==> src/design/rxpc_pkg.sv <==
`timescale 1ns / 1ps

package rxpc_pkg;

   // Request kinds carried on tuser
   localparam logic KIND_START   = 1'b0;
   localparam logic KIND_PAYLOAD = 1'b1;

   // Mask applied to the key seeding shift amounts
   localparam logic [1:0] SHIFT_MASK = 2'h3;

   localparam int REQ_DATA_W = 72;
   localparam int RSP_DATA_W = 8;

   typedef enum logic [1:0] {
      MODE_PLAIN     = 2'd0,
      MODE_XOR_SEQ   = 2'd1,
      MODE_ROLLING   = 2'd2,
      MODE_PLAIN_ALT = 2'd3
   } mode_type;

   typedef struct packed {
      logic        kind;
      logic [31:0] frame_seq;
      logic [7:0]  header_crc;
      logic [15:0] payload_len;
      logic [1:0]  mode;
      logic        decrypt;
      logic [7:0]  in_byte;
   } item_type;

   typedef struct packed {
      logic [7:0] out_byte;
      logic       last_byte;
   } result_type;

endpackage

==> src/design/rxpc_in_reg.sv <==
`timescale 1ns / 1ps

module rxpc_in_reg (
   input  logic               clock,
   input  logic               reset,
   input  logic               in_valid,
   output logic               in_ready,
   input  rxpc_pkg::item_type in_item,
   input  logic               advance,
   output logic               held_valid,
   output rxpc_pkg::item_type held_item
);

   logic               valid_ff;
   logic               valid_in;
   rxpc_pkg::item_type item_ff;

   // Take a new request whenever the held one leaves or none is held
   assign in_ready = !reset && (!valid_ff || advance);

   always_comb begin
      valid_in = valid_ff;
      if (in_ready && in_valid) begin
         valid_in = 1'b1;
      end else if (advance) begin
         valid_in = 1'b0;
      end
   end

   always_ff @(posedge clock) begin
      if (reset) begin
         valid_ff <= 1'b0;
      end else begin
         valid_ff <= valid_in;
      end
   end

   // Capture payload on acceptance
   always_ff @(posedge clock) begin
      if (in_ready && in_valid) begin
         item_ff <= in_item;
      end
   end

   assign held_valid = valid_ff;
   assign held_item  = item_ff;

endmodule

==> src/design/rxpc_core.sv <==
`timescale 1ns / 1ps

module rxpc_core (
   input  logic                 clock,
   input  logic                 reset,
   input  logic                 held_valid,
   input  rxpc_pkg::item_type   held_item,
   input  logic                 out_free,
   output logic                 advance,
   output logic                 res_valid,
   output rxpc_pkg::result_type result
);

   logic [7:0]         key_bytes_ff [3];
   logic [7:0]         key_bytes_in [3];
   logic [1:0]         key_phase_ff;
   logic [1:0]         key_phase_in;
   logic [15:0]        bytes_left_ff;
   logic [15:0]        bytes_left_in;
   rxpc_pkg::mode_type active_mode_ff;
   rxpc_pkg::mode_type active_mode_in;
   logic               active_direction_ff;
   logic               active_direction_in;
   logic [7:0]         seq_low_byte_ff;
   logic [7:0]         seq_low_byte_in;

   logic               is_start;
   logic               produce;
   logic [1:0]         phase;
   logic [7:0]         key;
   logic [7:0]         out_byte;
   logic [7:0]         cipher;
   logic [15:0]        bytes_left_dec;
   logic [31:0]        crc_wide;
   logic [31:0]        seed0;
   logic [31:0]        seed1;
   logic [31:0]        seed2;

   // Decide whether the held request yields a byte and can move on
   assign is_start       = (held_item.kind == rxpc_pkg::KIND_START);
   assign produce        = held_valid && !is_start && (bytes_left_ff != 16'd0);
   assign advance        = held_valid && (!produce || out_free);
   assign res_valid      = produce && out_free;
   assign bytes_left_dec = bytes_left_ff - 16'd1;

   // Pick the key byte; phase three falls back to phase zero
   assign phase = (key_phase_ff == 2'd3) ? 2'd0 : key_phase_ff;
   assign key   = key_bytes_ff[phase];

   // Transform the payload byte
   always_comb begin
      case (active_mode_ff)
         rxpc_pkg::MODE_XOR_SEQ: out_byte = held_item.in_byte ^ seq_low_byte_ff;
         rxpc_pkg::MODE_ROLLING: out_byte = held_item.in_byte ^ key;
         default:                out_byte = held_item.in_byte;
      endcase
   end

   assign cipher = active_direction_ff ? held_item.in_byte : out_byte;

   assign result.out_byte  = out_byte;
   assign result.last_byte = (bytes_left_dec == 16'd0);

   // Seed the three key bytes from sequence number, header CRC and payload length
   assign crc_wide = {24'd0, held_item.header_crc};
   assign seed0 = (held_item.frame_seq ^ ~crc_wide)
                  >> (held_item.frame_seq[1:0] & rxpc_pkg::SHIFT_MASK);
   assign seed1 = (~held_item.frame_seq ^ ~crc_wide)
                  >> (held_item.payload_len[1:0] & rxpc_pkg::SHIFT_MASK);
   assign seed2 = (~held_item.frame_seq ^ crc_wide)
                  >> ((held_item.payload_len[1:0] ^ held_item.frame_seq[1:0])
                      & rxpc_pkg::SHIFT_MASK);

   // Next frame state
   always_comb begin
      key_bytes_in        = key_bytes_ff;
      key_phase_in        = key_phase_ff;
      bytes_left_in       = bytes_left_ff;
      active_mode_in      = active_mode_ff;
      active_direction_in = active_direction_ff;
      seq_low_byte_in     = seq_low_byte_ff;
      if (held_valid && is_start) begin
         active_mode_in      = rxpc_pkg::mode_type'(held_item.mode);
         active_direction_in = held_item.decrypt;
         seq_low_byte_in     = held_item.frame_seq[7:0];
         bytes_left_in       = held_item.payload_len;
         key_phase_in        = 2'd0;
         if (held_item.mode == rxpc_pkg::MODE_ROLLING) begin
            key_bytes_in[0] = seed0[7:0];
            key_bytes_in[1] = seed1[7:0];
            key_bytes_in[2] = seed2[7:0];
         end
      end else if (res_valid) begin
         bytes_left_in = bytes_left_dec;
         if (active_mode_ff == rxpc_pkg::MODE_ROLLING) begin
            key_bytes_in[phase] = key ^ cipher;
            key_phase_in        = (phase == 2'd2) ? 2'd0 : phase + 2'd1;
         end
      end
   end

   always_ff @(posedge clock) begin
      if (reset) begin
         key_bytes_ff[0]     <= 8'd0;
         key_bytes_ff[1]     <= 8'd0;
         key_bytes_ff[2]     <= 8'd0;
         key_phase_ff        <= 2'd0;
         bytes_left_ff       <= 16'd0;
         active_mode_ff      <= rxpc_pkg::MODE_PLAIN;
         active_direction_ff <= 1'b0;
         seq_low_byte_ff     <= 8'd0;
      end else begin
         key_bytes_ff        <= key_bytes_in;
         key_phase_ff        <= key_phase_in;
         bytes_left_ff       <= bytes_left_in;
         active_mode_ff      <= active_mode_in;
         active_direction_ff <= active_direction_in;
         seq_low_byte_ff     <= seq_low_byte_in;
      end
   end

endmodule

==> src/design/rxpc_out_reg.sv <==
`timescale 1ns / 1ps

module rxpc_out_reg (
   input  logic                 clock,
   input  logic                 reset,
   input  logic                 res_valid,
   input  rxpc_pkg::result_type result,
   output logic                 out_free,
   output logic                 rsp_valid,
   input  logic                 rsp_ready,
   output rxpc_pkg::result_type rsp_result
);

   logic                 valid_ff;
   logic                 valid_in;
   rxpc_pkg::result_type result_ff;

   // Free when empty or drained this cycle
   assign out_free = !valid_ff || rsp_ready;

   always_comb begin
      valid_in = valid_ff;
      if (res_valid) begin
         valid_in = 1'b1;
      end else if (rsp_ready) begin
         valid_in = 1'b0;
      end
   end

   always_ff @(posedge clock) begin
      if (reset) begin
         valid_ff <= 1'b0;
      end else begin
         valid_ff <= valid_in;
      end
   end

   // Load a new result; hold it while the receiver stalls
   always_ff @(posedge clock) begin
      if (res_valid) begin
         result_ff <= result;
      end
   end

   assign rsp_valid  = valid_ff;
   assign rsp_result = result_ff;

endmodule

==> src/design/rolling_xor_payload_cipher.sv <==
`timescale 1ns / 1ps

// Payload scrambler for a framed link.
// Request channel (req_*): tuser = 0 is a frame start carrying sequence number,
// header CRC byte, payload length, mode and direction; tuser = 1 is one payload
// byte. Response channel (rsp_*): one transformed byte per payload byte within
// the frame length, tlast set on the final byte. Frame starts and bytes past
// the length give no response.
// A payload request is captured in the input register, passes through the
// core into the result register once that register is free, and is offered
// on the response side from there. Throughput: one request per cycle while
// the response side keeps up; the key update for a byte is combinational
// between the two registers, so bytes may arrive back to back.
// Reset (synchronous, active high) empties both registers, zeroes the key
// bytes, phase and remaining length, and selects the plain mode; req_tready is
// low while reset is asserted.
// When the receiver holds rsp_tready low, the result register keeps its byte,
// the input register still takes one more request, and req_tready then drops
// until the response is taken. Frame starts and dropped bytes keep flowing
// through while a response waits.

module rolling_xor_payload_cipher (
   input  logic                              clock,
   input  logic                              reset,
   input  logic                              req_tvalid,
   output logic                              req_tready,
   // [31:0] frame_seq, [39:32] header_crc, [55:40] payload_len, [57:56] mode,
   // [58] decrypt, [66:59] in_byte, [71:67] zero
   input  logic [rxpc_pkg::REQ_DATA_W-1:0]   req_tdata,
   // [0] kind
   input  logic                              req_tuser,
   output logic                              rsp_tvalid,
   input  logic                              rsp_tready,
   // [7:0] out_byte
   output logic [rxpc_pkg::RSP_DATA_W-1:0]   rsp_tdata,
   output logic                              rsp_tlast
);

   rxpc_pkg::item_type   req_item;
   rxpc_pkg::item_type   held_item;
   rxpc_pkg::result_type result;
   rxpc_pkg::result_type rsp_result;
   logic                 held_valid;
   logic                 advance;
   logic                 res_valid;
   logic                 out_free;

   // Unpack the request
   assign req_item.kind        = req_tuser;
   assign req_item.frame_seq   = req_tdata[31:0];
   assign req_item.header_crc  = req_tdata[39:32];
   assign req_item.payload_len = req_tdata[55:40];
   assign req_item.mode        = req_tdata[57:56];
   assign req_item.decrypt     = req_tdata[58];
   assign req_item.in_byte     = req_tdata[66:59];

   rxpc_in_reg u_in_reg (
      .clock      (clock),
      .reset      (reset),
      .in_valid   (req_tvalid),
      .in_ready   (req_tready),
      .in_item    (req_item),
      .advance    (advance),
      .held_valid (held_valid),
      .held_item  (held_item)
   );

   rxpc_core u_core (
      .clock      (clock),
      .reset      (reset),
      .held_valid (held_valid),
      .held_item  (held_item),
      .out_free   (out_free),
      .advance    (advance),
      .res_valid  (res_valid),
      .result     (result)
   );

   rxpc_out_reg u_out_reg (
      .clock      (clock),
      .reset      (reset),
      .res_valid  (res_valid),
      .result     (result),
      .out_free   (out_free),
      .rsp_valid  (rsp_tvalid),
      .rsp_ready  (rsp_tready),
      .rsp_result (rsp_result)
   );

   // Pack the response
   assign rsp_tdata = rsp_result.out_byte;
   assign rsp_tlast = rsp_result.last_byte;

endmodule

==> config.mk <==
export PLATFORM = sky130hd
export DESIGN_NAME = rolling_xor_payload_cipher
export DESIGN_NICKNAME = d
export VERILOG_FILES = /design/src/design/rxpc_pkg.sv /design/src/design/rxpc_in_reg.sv /design/src/design/rxpc_core.sv /design/src/design/rxpc_out_reg.sv /design/src/design/rolling_xor_payload_cipher.sv
export SDC_FILE = /design/constraint.sdc
export NUM_CORES = 1
export LEC_CHECK = 0
export ABC_AREA = 1
export BUFFER_PORTS_ARGS = -buffer_cell sky130_fd_sc_hd__buf_2
export CORE_ASPECT_RATIO = 0.9
export CORE_MARGIN = 10
export CORE_UTILIZATION = 58
export DETAILED_ROUTE_END_ITERATION = 12
export PLACE_DENSITY_LB_ADDON = 0.15
export SLEW_MARGIN = 0
export SYNTH_ARGS = -nofsm -noshare
export SYNTH_HDL_FRONTEND = slang
export SYNTH_SLANG_ARGS = --single-unit
==> constraint.sdc <==
create_clock -name clock -period 4.5 [get_ports clock]
set_clock_uncertainty 0.05 [all_clocks]
set_input_delay 0.225 -clock clock [delete_from_list [all_inputs] [get_ports clock]]
set_output_delay 0.225 -clock clock [all_outputs]
set_load 0.05 [all_outputs]
* After elaboration in Yosys (flattened, before gate mapping) *
Index checks and enable logic that the tools add are counted.

cells by class
  bitwise logic cells = 11
  eq/ne operators = 6
  $lt $le $gt $ge = 2
  add/sub/neg operators = 2
  shifts and indexed selects = 3
  mux-type cells = 20
  reduce and logical (&&, ||, !) cells = 24

operators by type and width
  cell                     number
  $mux W24                 4
  $shr A32 B2 Y8           3
  $xor A32 B32 Y32         2
  $mux W16                 2
  $mux W8                  4
  $not A32 Y32             1
  $not A8 Y32              1
  $xor A32 B8 Y32          1
  $bwmux W24               1
  $xor A8 B8 Y8            3
  $bmux W8 S2              1
  $demux W8 S2             1
  $logic_not A16 Y1        1
  $pmux W8 S2              1
  $reduce_bool A16 Y1      1
  $sub A16 B1 Y16 const B  1
  $eq A2 B2 Y1 const B     4
  $logic_and A1 B1 Y1      8
  $reduce_bool A2 Y1       4
  $logic_not A1 Y1         4
  $mux W1                  4
  $mux W2                  2
  $ge A3 B3 Y1 const B     1
  $logic_or A1 B1 Y1       3
  10 further kinds         10

word-level totals
  input port bits = 77
  bits in registers = 132
  output and inout port bits = 11
  word-level logic and storage cells = 87

* Logic depth before layout (Yosys ltp) *
Gate-level depths: netlist of run 1.

  depth after elaboration = 14
  gate-level depth with buffers = 13
  gate-level depth less buffers = 13

* Modules after synthesis *
A second synthesis of run 1 with hierarchy kept.

second synthesis, totals
  cells, all modules = 811
  area, all modules = 6,735.2 um^2

modules (own cells, without submodules)
  module        instances  area each (um^2)  cells each  sequential area each (um^2)
  rxpc_core     1          4,321.6           720         1,061.0
  rxpc_in_reg   1          2,100.8           77          2,062.0
  rxpc_out_reg  1          312.8             14          290.3

* Least setup slack after synthesis of run 1 *
OpenSTA, ideal clock, no wires.

  path type = register to register
  start point = register u_core.bytes_left_ff[1]
  end point = register u_in_reg.item_ff, in the netlist u_in_reg.held_item[0] (enable)
  data required time = 3.998 ns
  path buffers = 0
  period minus slack after synthesis = 3.705 ns
  arrival time = 3.203 ns
  slack = 0.795 ns
  cell stages (with the launch flop) = 11
  setup time = 0.452 ns
  cell sequence = dfxtp_1 > inv_1 > ha_1 > nand2_2 > nor2_4 > nand4_4 > nand2_1 > nor2_1 > inv_1 > nand2_1 > nor2_1

on the way
  cells in the longest elaborated chain, start to end = 8

RTL lines
  item                    RTL line           RTL
  from (decl)             rxpc_core.sv:18    logic [15:0] bytes_left_ff;
  from (signal assigned)  rxpc_core.sv:115   bytes_left_ff <= bytes_left_in;
  $reduce_bool A16 Y1     rxpc_core.sv:41    assign produce = held_valid && !is_start && (bytes_left_ff != 16'd0);
  $logic_and A1 B1 Y1     rxpc_core.sv:41
  $logic_not A1 Y1        rxpc_core.sv:42    assign advance = held_valid && (!produce || out_free);
  $logic_or A1 B1 Y1      rxpc_core.sv:42
  $logic_and A1 B1 Y1     rxpc_core.sv:42
  $logic_or A1 B1 Y1      rxpc_in_reg.sv:19  assign in_ready = !reset && (!valid_ff || advance);
  $logic_and A1 B1 Y1     rxpc_in_reg.sv:19
  $logic_and A1 B1 Y1     rxpc_in_reg.sv:40  if (in_ready && in_valid) begin
  to (signal assigned)    rxpc_in_reg.sv:41  item_ff <= in_item;
  to (decl)               rxpc_in_reg.sv:16  rxpc_pkg::item_type item_ff;

Every way passes these cells.
A chain may end at the register's enable or synchronous reset.

* Final worst setup path of run 1 *
  start point = register u_core.bytes_left_ff[1]
  end point = register u_in_reg.item_ff, in the netlist u_in_reg.held_item[28] (enable)

The elaborated chain is that of the path after synthesis.

==> results of run 1 <==
## placed cells by master (no fill, tap or decap), types with 6 or more instances in the layout
cell type / instances
dlygate4sd3_1: 45
ha_1: 6
o22ai_1: 13
buf_2: 61
xnor2_1: 7
nor2_1: 85
nor2_2: 11
dfxtp_1: 55
nand2_1: 185
a21oi_1: 21
inv_1: 89
o21ai_0: 69
xor2_1: 11
a211oi_1: 6
edfxtp_1: 56
clkbuf_16: 9
a21oi_2: 22
nand3_1: 74
## metrics by stage
stage	total power, mW	worst slack [ps]	instances
6_report	2.28	1790	1005
5_1_grt	2.38	1570	1005
4_1_cts	2.28	1790	999
3_5_place_dp	1.50	1800	943
3_3_place_gp	1.49	1870	943
2_1_floorplan	1.40	795	775
## where the power goes
part / internal [mW] / switching, mW
clock: 0.385 / 0.381
sequential: 1.11 / 0.0304
combinational: 0.136 / 0.241
total: 1.63 / 0.653
## state kept, by name, indices dropped and copies added (netlist names)
name                        cells
u_core.active_direction_ff      1
u_core.active_mode_ff           2
u_core.bytes_left_ff           16
u_core.key_bytes_ff            24
u_core.key_phase_ff             2
u_core.seq_low_byte_ff          8
u_in_reg.held_item             47
u_in_reg.held_valid             1
u_out_reg.rsp_result            9
u_out_reg.rsp_valid             1
## metal layers
| layer | part of all wire [%] | vias up |
|---|---|---|
| li1 | - | 2745 |
| met1 | 44 | 2512 |
| met2 | 47 | 209 |
| met3 | 6.7 | 23 |
| met4 | 1.7 | 0 |
| met5 | 0 | - |
## how the worst min path moves through the flow
stage / startpoint / endpoint / slack, ps / cells past startpoint
final: req_tdata[64] / u_in_reg.held_item[5] / 10 / 1
after global routing: req_tdata[64] / u_in_reg.held_item[5] / 4 / 1
after CTS: req_tdata[61] / u_in_reg.held_item[2] / 0.2 / 1
after detailed placement: req_tdata[7] / u_in_reg.held_item[42] / 350 / 1
after global placement: req_tdata[45] / u_in_reg.held_item[16] / 350 / 1
after floorplan: reset / u_in_reg.held_valid / 240 / 1
## logic make-up after synthesis
kind of cell             count (synthesis)  share of synthesized area, %
AND/OR/NAND/NOR                        376                          27.6
AO/OA/AOI/OAI                          141                          13.9
buffers and inverters                  123                          8.52
flip-flops                             111                          46.1
XOR/XNOR                                18                          2.61
adder cells (fa/ha/maj)                  6                          1.24
## cell type report
class                      count  area, um^2
clock inverter                 6        50.0
fill                         804        3080
multi-input combinational    541        2750
inverter                      97         369
antenna                        1        2.50
sequential                   111        2780
timing repair buffer         110         786
tap                          129         161
clock buffer                  10         229
## synthesized netlist by cell type, drive strengths merged
master,number,area [um^2]
nand2,188,727
nor2,99,414
inv,94,358
nand3,78,440
o21ai,70,350
edfxtp,56,1680
dfxtp,55,1100
a21oi,43,298
buf,13,96.3
clkbuf,13,48.8
o22ai,13,81.3
xor2,11,96.3
xnor2,7,61.3
a211oi,6,45.0
ha,6,75.1
nand4,5,46.3
nor3,4,25.0
a31oi,3,18.8
clkinv,3,11.3
o221ai,3,26.3
and3,1,6.26
o211ai,1,7.51
o21a,1,7.51
o31ai,1,7.51
or2,1,6.26
## what timing repair did
action | 4_1_cts | 5_1_grt
buffers inserted | 0 | 0
hold buffers | 40 | 5
hold endpoints to repair | 40 | 5
gates resized for setup | 0 | 0
==> results by group, run 1 <==
STA
  – Setup TNS: 0 ps
  – Final min period: roughly 2700 ps
  – Worst-Margin Slew: around 740 ps
  – RSZ-0062 raised after global routing: false
  – WHS: ~11 ps
  – Worst rel slew slack: 50.6%
  – Max Transition Viols Final: 0
  – Endpoints failing setup: 0
  – Fin crit share: between 60% and 70%
  – Highest Clock Rate: roughly 370 MHz
  – Fin. Hold Viols: 0

Floorplanning
  – Site Rows: 35
  – Die Y: 117 um
  – Starting Density: approximately three fifths
  – Core footprint: 10200 um^2
  – Die width: between 100 and 150 um
  – Die area: approximately 15000 um^2
  – Boundary Pins: 88

Global routing
  – Vias in the first global route: 5258
  – Global Route Usage Sum: 22.1%
  – Initial antenna violation count: 1
  – Total grt overflow: 0
  – M3 GR Usage: under 10%
  – Largest net degree at the start of global routing: 50
  – Met2 Use GR: between 30% and 40%
  – Gr busiest metal: met2
  – Routing usage on met1: ~28%
  – Global-route wire length before repair: around 26 mm

Drt
  – Drt initial violations: roughly 570
  – Vias/cell: around 5.5
  – Final WL: 16.2 mm
  – # DRC: 0
  – Vias: 5489
  – Drt wl/cell: around 16 um
  – Final ANT Viol Nets: 0
  – DRT Pass-1 Iters: 6

Worst setup path
  – Slowest stage cell on the critical path: buf_4
  – Reg2reg path depth: 11
  – Worst setup path endpoint: u_in_reg.held_item[28]
  – Worst path bufs/invs: 3
  – Slowest stage delay, CP: 460 ps
  – Critical R2R Launch: u_core.bytes_left_ff[1]
  – CP Max Fanout: 33
  – Reg2Reg Setup Slack: about 1800 ps
  – Crit path DAT: between 2000 and 3000 ps
  – Critical Path End Type: flip-flop
  – CP Launch Type: flip-flop
  – CP Cell Sequence: inv_1, ha_1, nand2_2, nor2_4, nand4_4, nand2_1, nor2_1, inv_1, nand2_1, nor2_4, buf_4
  – Crit path kind: reg -> reg
  – Critical path depth in cells: 11
  – Req. time, crit path: about 4500 ps
  – Reg2reg end: u_in_reg.held_item[28]
  – Crit path max-delay family: simple AND/OR/NAND/NOR gates
  – Worst setup path startpoint: u_core.bytes_left_ff[1]

Pwr
  – Cell Pwr Density: approximately 320 nW/um^2
  – Peak supply drop: just under 300 uV
  – Leakage power: 3.09 nW

Synthesis
  – Syn_nets: around 860
  – Post-synthesis sequential area ratio: 46.1%
  – Avg Cell Area, Syn: between 7 and 8 um^2
  – Mapped Area: between 6000 and 7000 um^2
  – YS warnings: 0
  – Yosys cell types: 39
  – Synthesized flop and latch total: ~110
  – Synth Instances: 775

Clocking
  – Clock-pin slew on the worst setup and hold paths: approximately 80 ps
  – CTS Buffer Depth: 2
  – CTS buffer count: 9
  – TritonCTS clock tree: done
  – Sink Count: between 100 and 150
  – H-tree depth: 3
  – Root Buffer: clkbuf_16
  – Clk_lat worst skew: about 350 ps

Placed design
  – Port buffer count: slightly above 60
  – Final RePlAce weighted congestion: 0.910
  – DP HPWL: 11.3 mm
  – Post-placement cell area: 6400 um^2

Finish
  – Fin util: 69.9%
  – Layout cells sized above 1: between 10 and 15%
  – Layout area overhead: 18.1%
  – Final-stage net count: roughly 950
  – Cell area after layout: around 7100 um^2

Run status
  – Status: finished clean

Hold path
  – Worst hold path class: in -> reg

Flow run
  – Max Cap Viol: 0
(Power assumes the default switching activity.)
==> run 2, diff against run 1 <==
==> constraint.sdc (replaced) <==
create_clock -name clock -period 2.5 [get_ports clock]
set_clock_uncertainty 0.05 [all_clocks]
set_input_delay 0.125 -clock clock [delete_from_list [all_inputs] [get_ports clock]]
set_output_delay 0.125 -clock clock [all_outputs]
set_load 0.05 [all_outputs]
==> results by group, run 2 (synthesis gave the netlist of run 1 again) <==
Run status
  – Status: finished clean

Worst setup path
  – Worst setup path startpoint: u_core.bytes_left_ff[1]
  – CP Max Fanout: 5 (-85%)
  – Critical R2R Launch: u_core.key_phase_ff[0]
  – Slowest stage delay, CP: 300 ps (-160 ps)
  – Critical Path End Type: output pin
  – Req. time, crit path: 2330 ps (-2130 ps)
  – Crit path kind: reg -> out
  – CP Cell Sequence: inv_1, ha_2, nand2_2, nor2_4, nand4_4, nand2_1, nor2_1, inv_1, nand2_1, inv_1, clkbuf_4
  – Slowest stage cell on the critical path: dfxtp_1
  – Crit path max-delay family: simple AND/OR/NAND/NOR gates
  – Critical path depth in cells: 11 (unchanged)
  – Cell mode on critical path: inv_1
  – CP Launch Type: flip-flop
  – Worst path bufs/invs: 4 (+1)
  – Crit path DAT: 2120 ps (-550 ps)
  – Reg2reg path depth: 12 (+1)

Finish
  – Multi-input gate area: 2750 um^2 (about the same)
  – Register area: 2780 um^2 (unchanged)
  – Most common cell after layout, fill and taps aside: nand2_1
  – Fin util: 71.0% (+1.1 points)
  – Layout area overhead: 20.0%
  – Most frequent cells in the layout: nand2_1, inv_1, nor2_1
  – Fill count: 826 (+2.7%)
  – Final-stage net count: 964 (+1.2%)
  – Max reg flops: 47 (unchanged)
  – # diodes: 0 (-1)
  – Layout cells sized above 1: 15.9% (+0.94 points)

Placed design
  – Place WS: 287 ps (-1520 ps)
  – Port buffer count: 61 (unchanged)
  – DP HPWL: 11.5 mm (+2.0%)
  – Final RePlAce weighted congestion: 0.988 (+8.5%)

Floorplanning
  – Core footprint: 10200 um^2 (unchanged)
  – Die Y: 117 um (unchanged)
  – Die width: 128 um (unchanged)
  – Site Rows: 35 (unchanged)
  – Boundary Pins: 88 (unchanged)
  – Die area: 14900 um^2 (unchanged)
  – Starting Density: 59.2% (unchanged)

Clocking
  – Clk_lat worst skew: 350 ps (about the same)
  – Clock-pin slew on the worst setup and hold paths: 70 ps (about the same)
  – Root Buffer: clkbuf_16
  – H-tree depth: 3 (unchanged)
  – Post-CTS setup buffers: 0 (unchanged)
  – CTS Buffer Depth: 2 (unchanged)
  – CTS buffer count: 9 (unchanged)
  – TritonCTS clock tree: done
  – Sink Count: 111 (unchanged)

Drt
  – Vias: 5464 (-0.46%)
  – Drt initial violations: 521 (-9.2%)
  – Drt wl/cell: 16.2 um (+0.78%)
  – Final WL: 16.5 mm (+1.8%)
  – DRT Pass-1 Iters: 6 (unchanged)
  – Vias/cell: 5.38 (-1.4%)
  – # DRC: 0 (unchanged)
  – Final ANT Viol Nets: 0 (unchanged)

STA
  – Fin crit share: around 90%
  – Fin. Hold Viols: 0 (unchanged)
  – RSZ-0062 raised after global routing: false
  – Endpoints failing setup: 0 (unchanged)
  – Min setup slack post-route: 205 ps (-1580 ps)
  – Max Transition Viols Final: 0 (unchanged)
  – Highest Clock Rate: 436 MHz
  – Final min period: around 2300 ps
  – WHS: 52.7 ps (+41.9 ps)
  – Setup TNS: 0 ps (unchanged)
  – Worst-Margin Slew: 609 ps (-131 ps)
  – Worst rel slew slack: 59.2% (+8.6 points)

Global routing
  – Total grt overflow: 0 (unchanged)
  – Global-route wire length before repair: 27.0 mm (+2.2%)
  – Initial antenna violation count: 0 (-1)
  – Global Route Usage Sum: 22.5% (+0.44 points)
  – Largest net degree at the start of global routing: 50 (unchanged)
  – Vias in the first global route: 5313 (+1.0%)

Flow run
  – Max Cap Viol: 0 (unchanged)

Hold path
  – Worst hold path class: in -> reg
  – Hold Crit Start: req_tvalid
  – Worst hold stages: 3 (+2)

Pwr
  – Leakage power: 3.15 nW (+2.1%)
  – Cell Pwr Density: 572 nW/um^2 (+79%)
  – Peak supply drop: 483 uV (+64%)
==> run 2: worst paths after layout <==
check                             end  slack (ps)
min               u_in_reg.held_valid          50
max                        req_tready         200
min reg2reg  u_core.active_mode_ff[0]         430
max reg2reg   u_core.key_bytes_ff[18]         240
==> run 2: routing by layer <==
| layer | up-vias | global-route usage [%] | wire, um |
|---|---|---|---|
| met5 | - | 0 | 0 |
| met2 | 195 | 37.4 | 7830 |
| met3 | 28 | 4.73 | 1200 |
| met1 | 2482 | 29.1 | 7150 |
| li1 | 2759 | - | - |
| met4 | 0 | 6.37 | 274 |
==> run 2: what timing repair did <==
action / 4_1_cts / 5_1_grt
setup endpoints to repair: 0 / 1
endpoints found under the hold margin: 50 / 0
hold buffers: 48 / 0
resized for setup: 0 / 2
==> run 2: report_power, final <==
part / internal [mW] / leakage [nW] / switching (mW)
logic: 0.257 / 2.04 / 0.441
clock network: 0.720 / 0.145 / 0.678
registers: 1.99 / 0.973 / 0.0529
==> run 2: layout make-up <==
type                       count  share of cell area (%)
tap                          129                    2.23
clock inverter                 6                   0.708
timing repair buffer         121                    12.3
sequential                   111                    38.4
multi-input combinational    541                    38.0
clock buffer                  10                    3.30
inverter                      97                    5.09
==> run 2: metrics by stage <==
step | std cells | cell area [um^2] | total power [mW]
6_report | 1015 | 7240 | 4.14
5_1_grt | 1015 | 7240 | 4.32
4_1_cts | 1015 | 7240 | 4.15
3_5_place_dp | 951 | 6470 | 2.71
3_3_place_gp | 951 | 6470 | 2.69
2_1_floorplan | 775 | 6040 | 2.53
==> run 2: worst min-delay path, stage by stage <==
cell and delay, ps:
buf_2 100, inv_1 100, a21oi_1 80
==> run 3, diff against run 2 <==
--- a/config.mk
+++ b/config.mk
@@ -9,7 +9,7 @@
 export BUFFER_PORTS_ARGS = -buffer_cell sky130_fd_sc_hd__buf_2
 export CORE_ASPECT_RATIO = 0.9
 export CORE_MARGIN = 10
-export CORE_UTILIZATION = 58
+export CORE_UTILIZATION = 40
 export DETAILED_ROUTE_END_ITERATION = 12
 export PLACE_DENSITY_LB_ADDON = 0.15
 export SLEW_MARGIN = 0
==> results by group, run 3 (synthesis gave the netlist of run 1 again) <==
Floorplanning
  – Die area: 20400 um^2 (+37%)
  – Starting Density: 40.9% (-18 points)
  – Die width: 149 um (+17%)
  – Core footprint: 14800 um^2 (+45%)
  – Boundary Pins: 88 (unchanged)
  – Site Rows: 42 (+20%)
  – Die Y: 137 um (+17%)

Worst setup path
  – Reg2reg path depth: 11 (-1)
  – Critical Path End Type: output pin
  – Crit path DAT: 2080 ps (-40 ps)
  – Crit path kind: reg -> out
  – CP Launch Type: flip-flop
  – Req. time, crit path: 2330 ps (about the same)
  – CP Max Fanout: 5 (unchanged)

Finish
  – Max reg flops: 47 (unchanged)
  – Most frequent cells in the layout: nand2_1, inv_1, nor2_1
  – Layout cells sized above 1: 15.6% (-0.36 points)
  – Layout area overhead: 21.9%
  – Most common cell after layout, fill and taps aside: nand2_1
  – Cell area after layout: 7360 um^2 (+1.6%)
  – # diodes: 0 (unchanged)
  – Fill count: 1436 (+74%)
  – Final-stage net count: 965 (+0.10%)
  – Cell Count, Final, Fillers Out: 1085 (+6.9%)

Drt
  – Vias/cell: 4.99 (-7.3%)
  – WL met3: 807 um (-33%)
  – Routed wl met2: 7.81 mm (-0.19%)
  – # DRC: 0 (unchanged)
  – Vias: 5417 (-0.86%)
  – DRT Pass-1 Iters: 5 (-1)
  – Drt wl/cell: 15.4 um (-5.3%)
  – Top Layer Used: met4
  – Drt initial violations: 457 (-12%)
  – Final ANT Viol Nets: 0 (unchanged)
  – Final WL: 16.7 mm (+1.3%)
  – Routed met1 length: 7.85 mm (+9.7%)

Flow run
  – Max Cap Viol: 0 (unchanged)

STA
  – WHS: 50.4 ps (-2.35 ps)
  – Worst-Margin Slew: 755 ps (+146 ps)
  – Fin crit share: 90.4% (-1.5 points)
  – Setup TNS: 0 ps (unchanged)
  – Worst rel slew slack: 49.5% (-9.7 points)
  – Highest Clock Rate: 443 MHz (+1.6%)
  – RSZ-0062 raised after global routing: false
  – Fin. Hold Viols: 0 (unchanged)
  – Max Transition Viols Final: 0 (unchanged)
  – Final min period: 2260 ps (-36.3 ps)
  – Min setup slack post-route: 241 ps (+36.3 ps)
  – Endpoints failing setup: 0 (unchanged)

Pwr
  – Cell Pwr Density: 581 nW/um^2 (+1.6%)
  – Peak supply drop: 409 uV (-15%)
  – Leakage power: 3.16 nW (+0.30%)

Global routing
  – Global-route wire length before repair: 26.9 mm (-0.43%)
  – Global Route Usage Sum: 16.6% (-5.9 points)
  – Total grt overflow: 0 (unchanged)
  – Initial antenna violation count: 0 (unchanged)
  – Vias in the first global route: 5119 (-3.7%)
  – Largest net degree at the start of global routing: 50 (unchanged)

Run status
  – Status: finished clean

Placed design
  – Post-placement cell area: 6560 um^2 (+1.5%)
  – Port buffer count: 61 (unchanged)
  – Final RePlAce weighted congestion: 0.919 (-7.0%)
  – DP HPWL: 11.8 mm (+2.7%)
  – Place WS: 321 ps (+34.1 ps)
  – Inst Count DP: 1021 (+7.4%)

Clocking
  – Sink Count: 111 (unchanged)
  – H-tree depth: 3 (unchanged)
  – Clk_lat worst skew: 350 ps (about the same)
  – Root Buffer: clkbuf_16
  – CTS Buffer Depth: 2 (unchanged)
  – Clock-pin slew on the worst setup and hold paths: 70 ps (about the same)
  – TritonCTS clock tree: done
  – Post-CTS sizing: 0 (unchanged)
  – CTS buffer count: 9 (unchanged)

Hold path
  – Worst hold stages: 3 (unchanged)
  – Worst hold path class: in -> reg
-- run 3: cell count changes in the layout (fill, tap and decap cells not counted) --
cell / delta
clkbuf_4: -1
buf_4: +1
buf_2: +1
clkinv_4: -1
clkinv_2: -1
ha_2: -1
inv_6: -1
clkbuf_8: -1
ha_1: +1
clkbuf_1: +3
bufinv_16: +2
inv_8: -1
-- run 3: what timing repair did --
item                                    in CTS  in global routing
buffers inserted                             0                  0
hold endpoints to repair                    50                  0
hold buffers                                48                  0
endpoints found under the setup margin       0                  0
-- run 3: final cells by class --
type                       instances  area (um^2)  share of cell area [%]
inverter                          97          369                    5.02
clock buffer                      12          236                    3.21
sequential                       111         2780                    37.8
multi-input combinational        541         2750                    37.3
tap                              198          248                    3.37
timing repair buffer             122          896                    12.2
clock inverter                     4         77.6                    1.05
-- run 3: stage by stage --
| stage | total power, mW | util, % |
|---|---|---|
| global route | 4.47 | 49.8 |
| global placement | 2.70 | 44.4 |
| floorplan | 2.53 | - |
| finish | 4.27 | 49.8 |
| CTS | 4.32 | 49.8 |
| detailed placement | 2.70 | 44.4 |
-- run 3: critical path, cell delays in order, from the launching register on --
cell     delay (ps)
dfxtp_1         300
inv_1           120
ha_1            250
nand2_2         110
nor2_4          200
nand4_4         130
nand2_1         110
nor2_1           40
inv_1            60
nand2_1          90
inv_1            60
buf_2           250
-- run 3: per-layer routing --
metal,track usage (%),up-vias
met4,4.19,0
li1,-,2767
met5,0,-
met1,22.3,2499
met2,26.7,138
met3,3.53,13
-- run 3: final timing paths --
path	from	end	slack [ps]
worst max-delay path	u_core.bytes_left_ff[1]	req_tready	240
worst min-delay path	req_tvalid	u_in_reg.held_valid	50
worst max register to register	u_core.bytes_left_ff[1]	u_in_reg.held_item[28]	310
worst min register to register	u_core.active_mode_ff[0]	u_core.active_mode_ff[0]	420
-- run 3: where the power goes --
group / switching (mW) / internal, mW
Clock: 0.662 / 0.886
Combinational: 0.430 / 0.254
Sequential: 0.0483 / 1.99
Total: 1.14 / 3.13
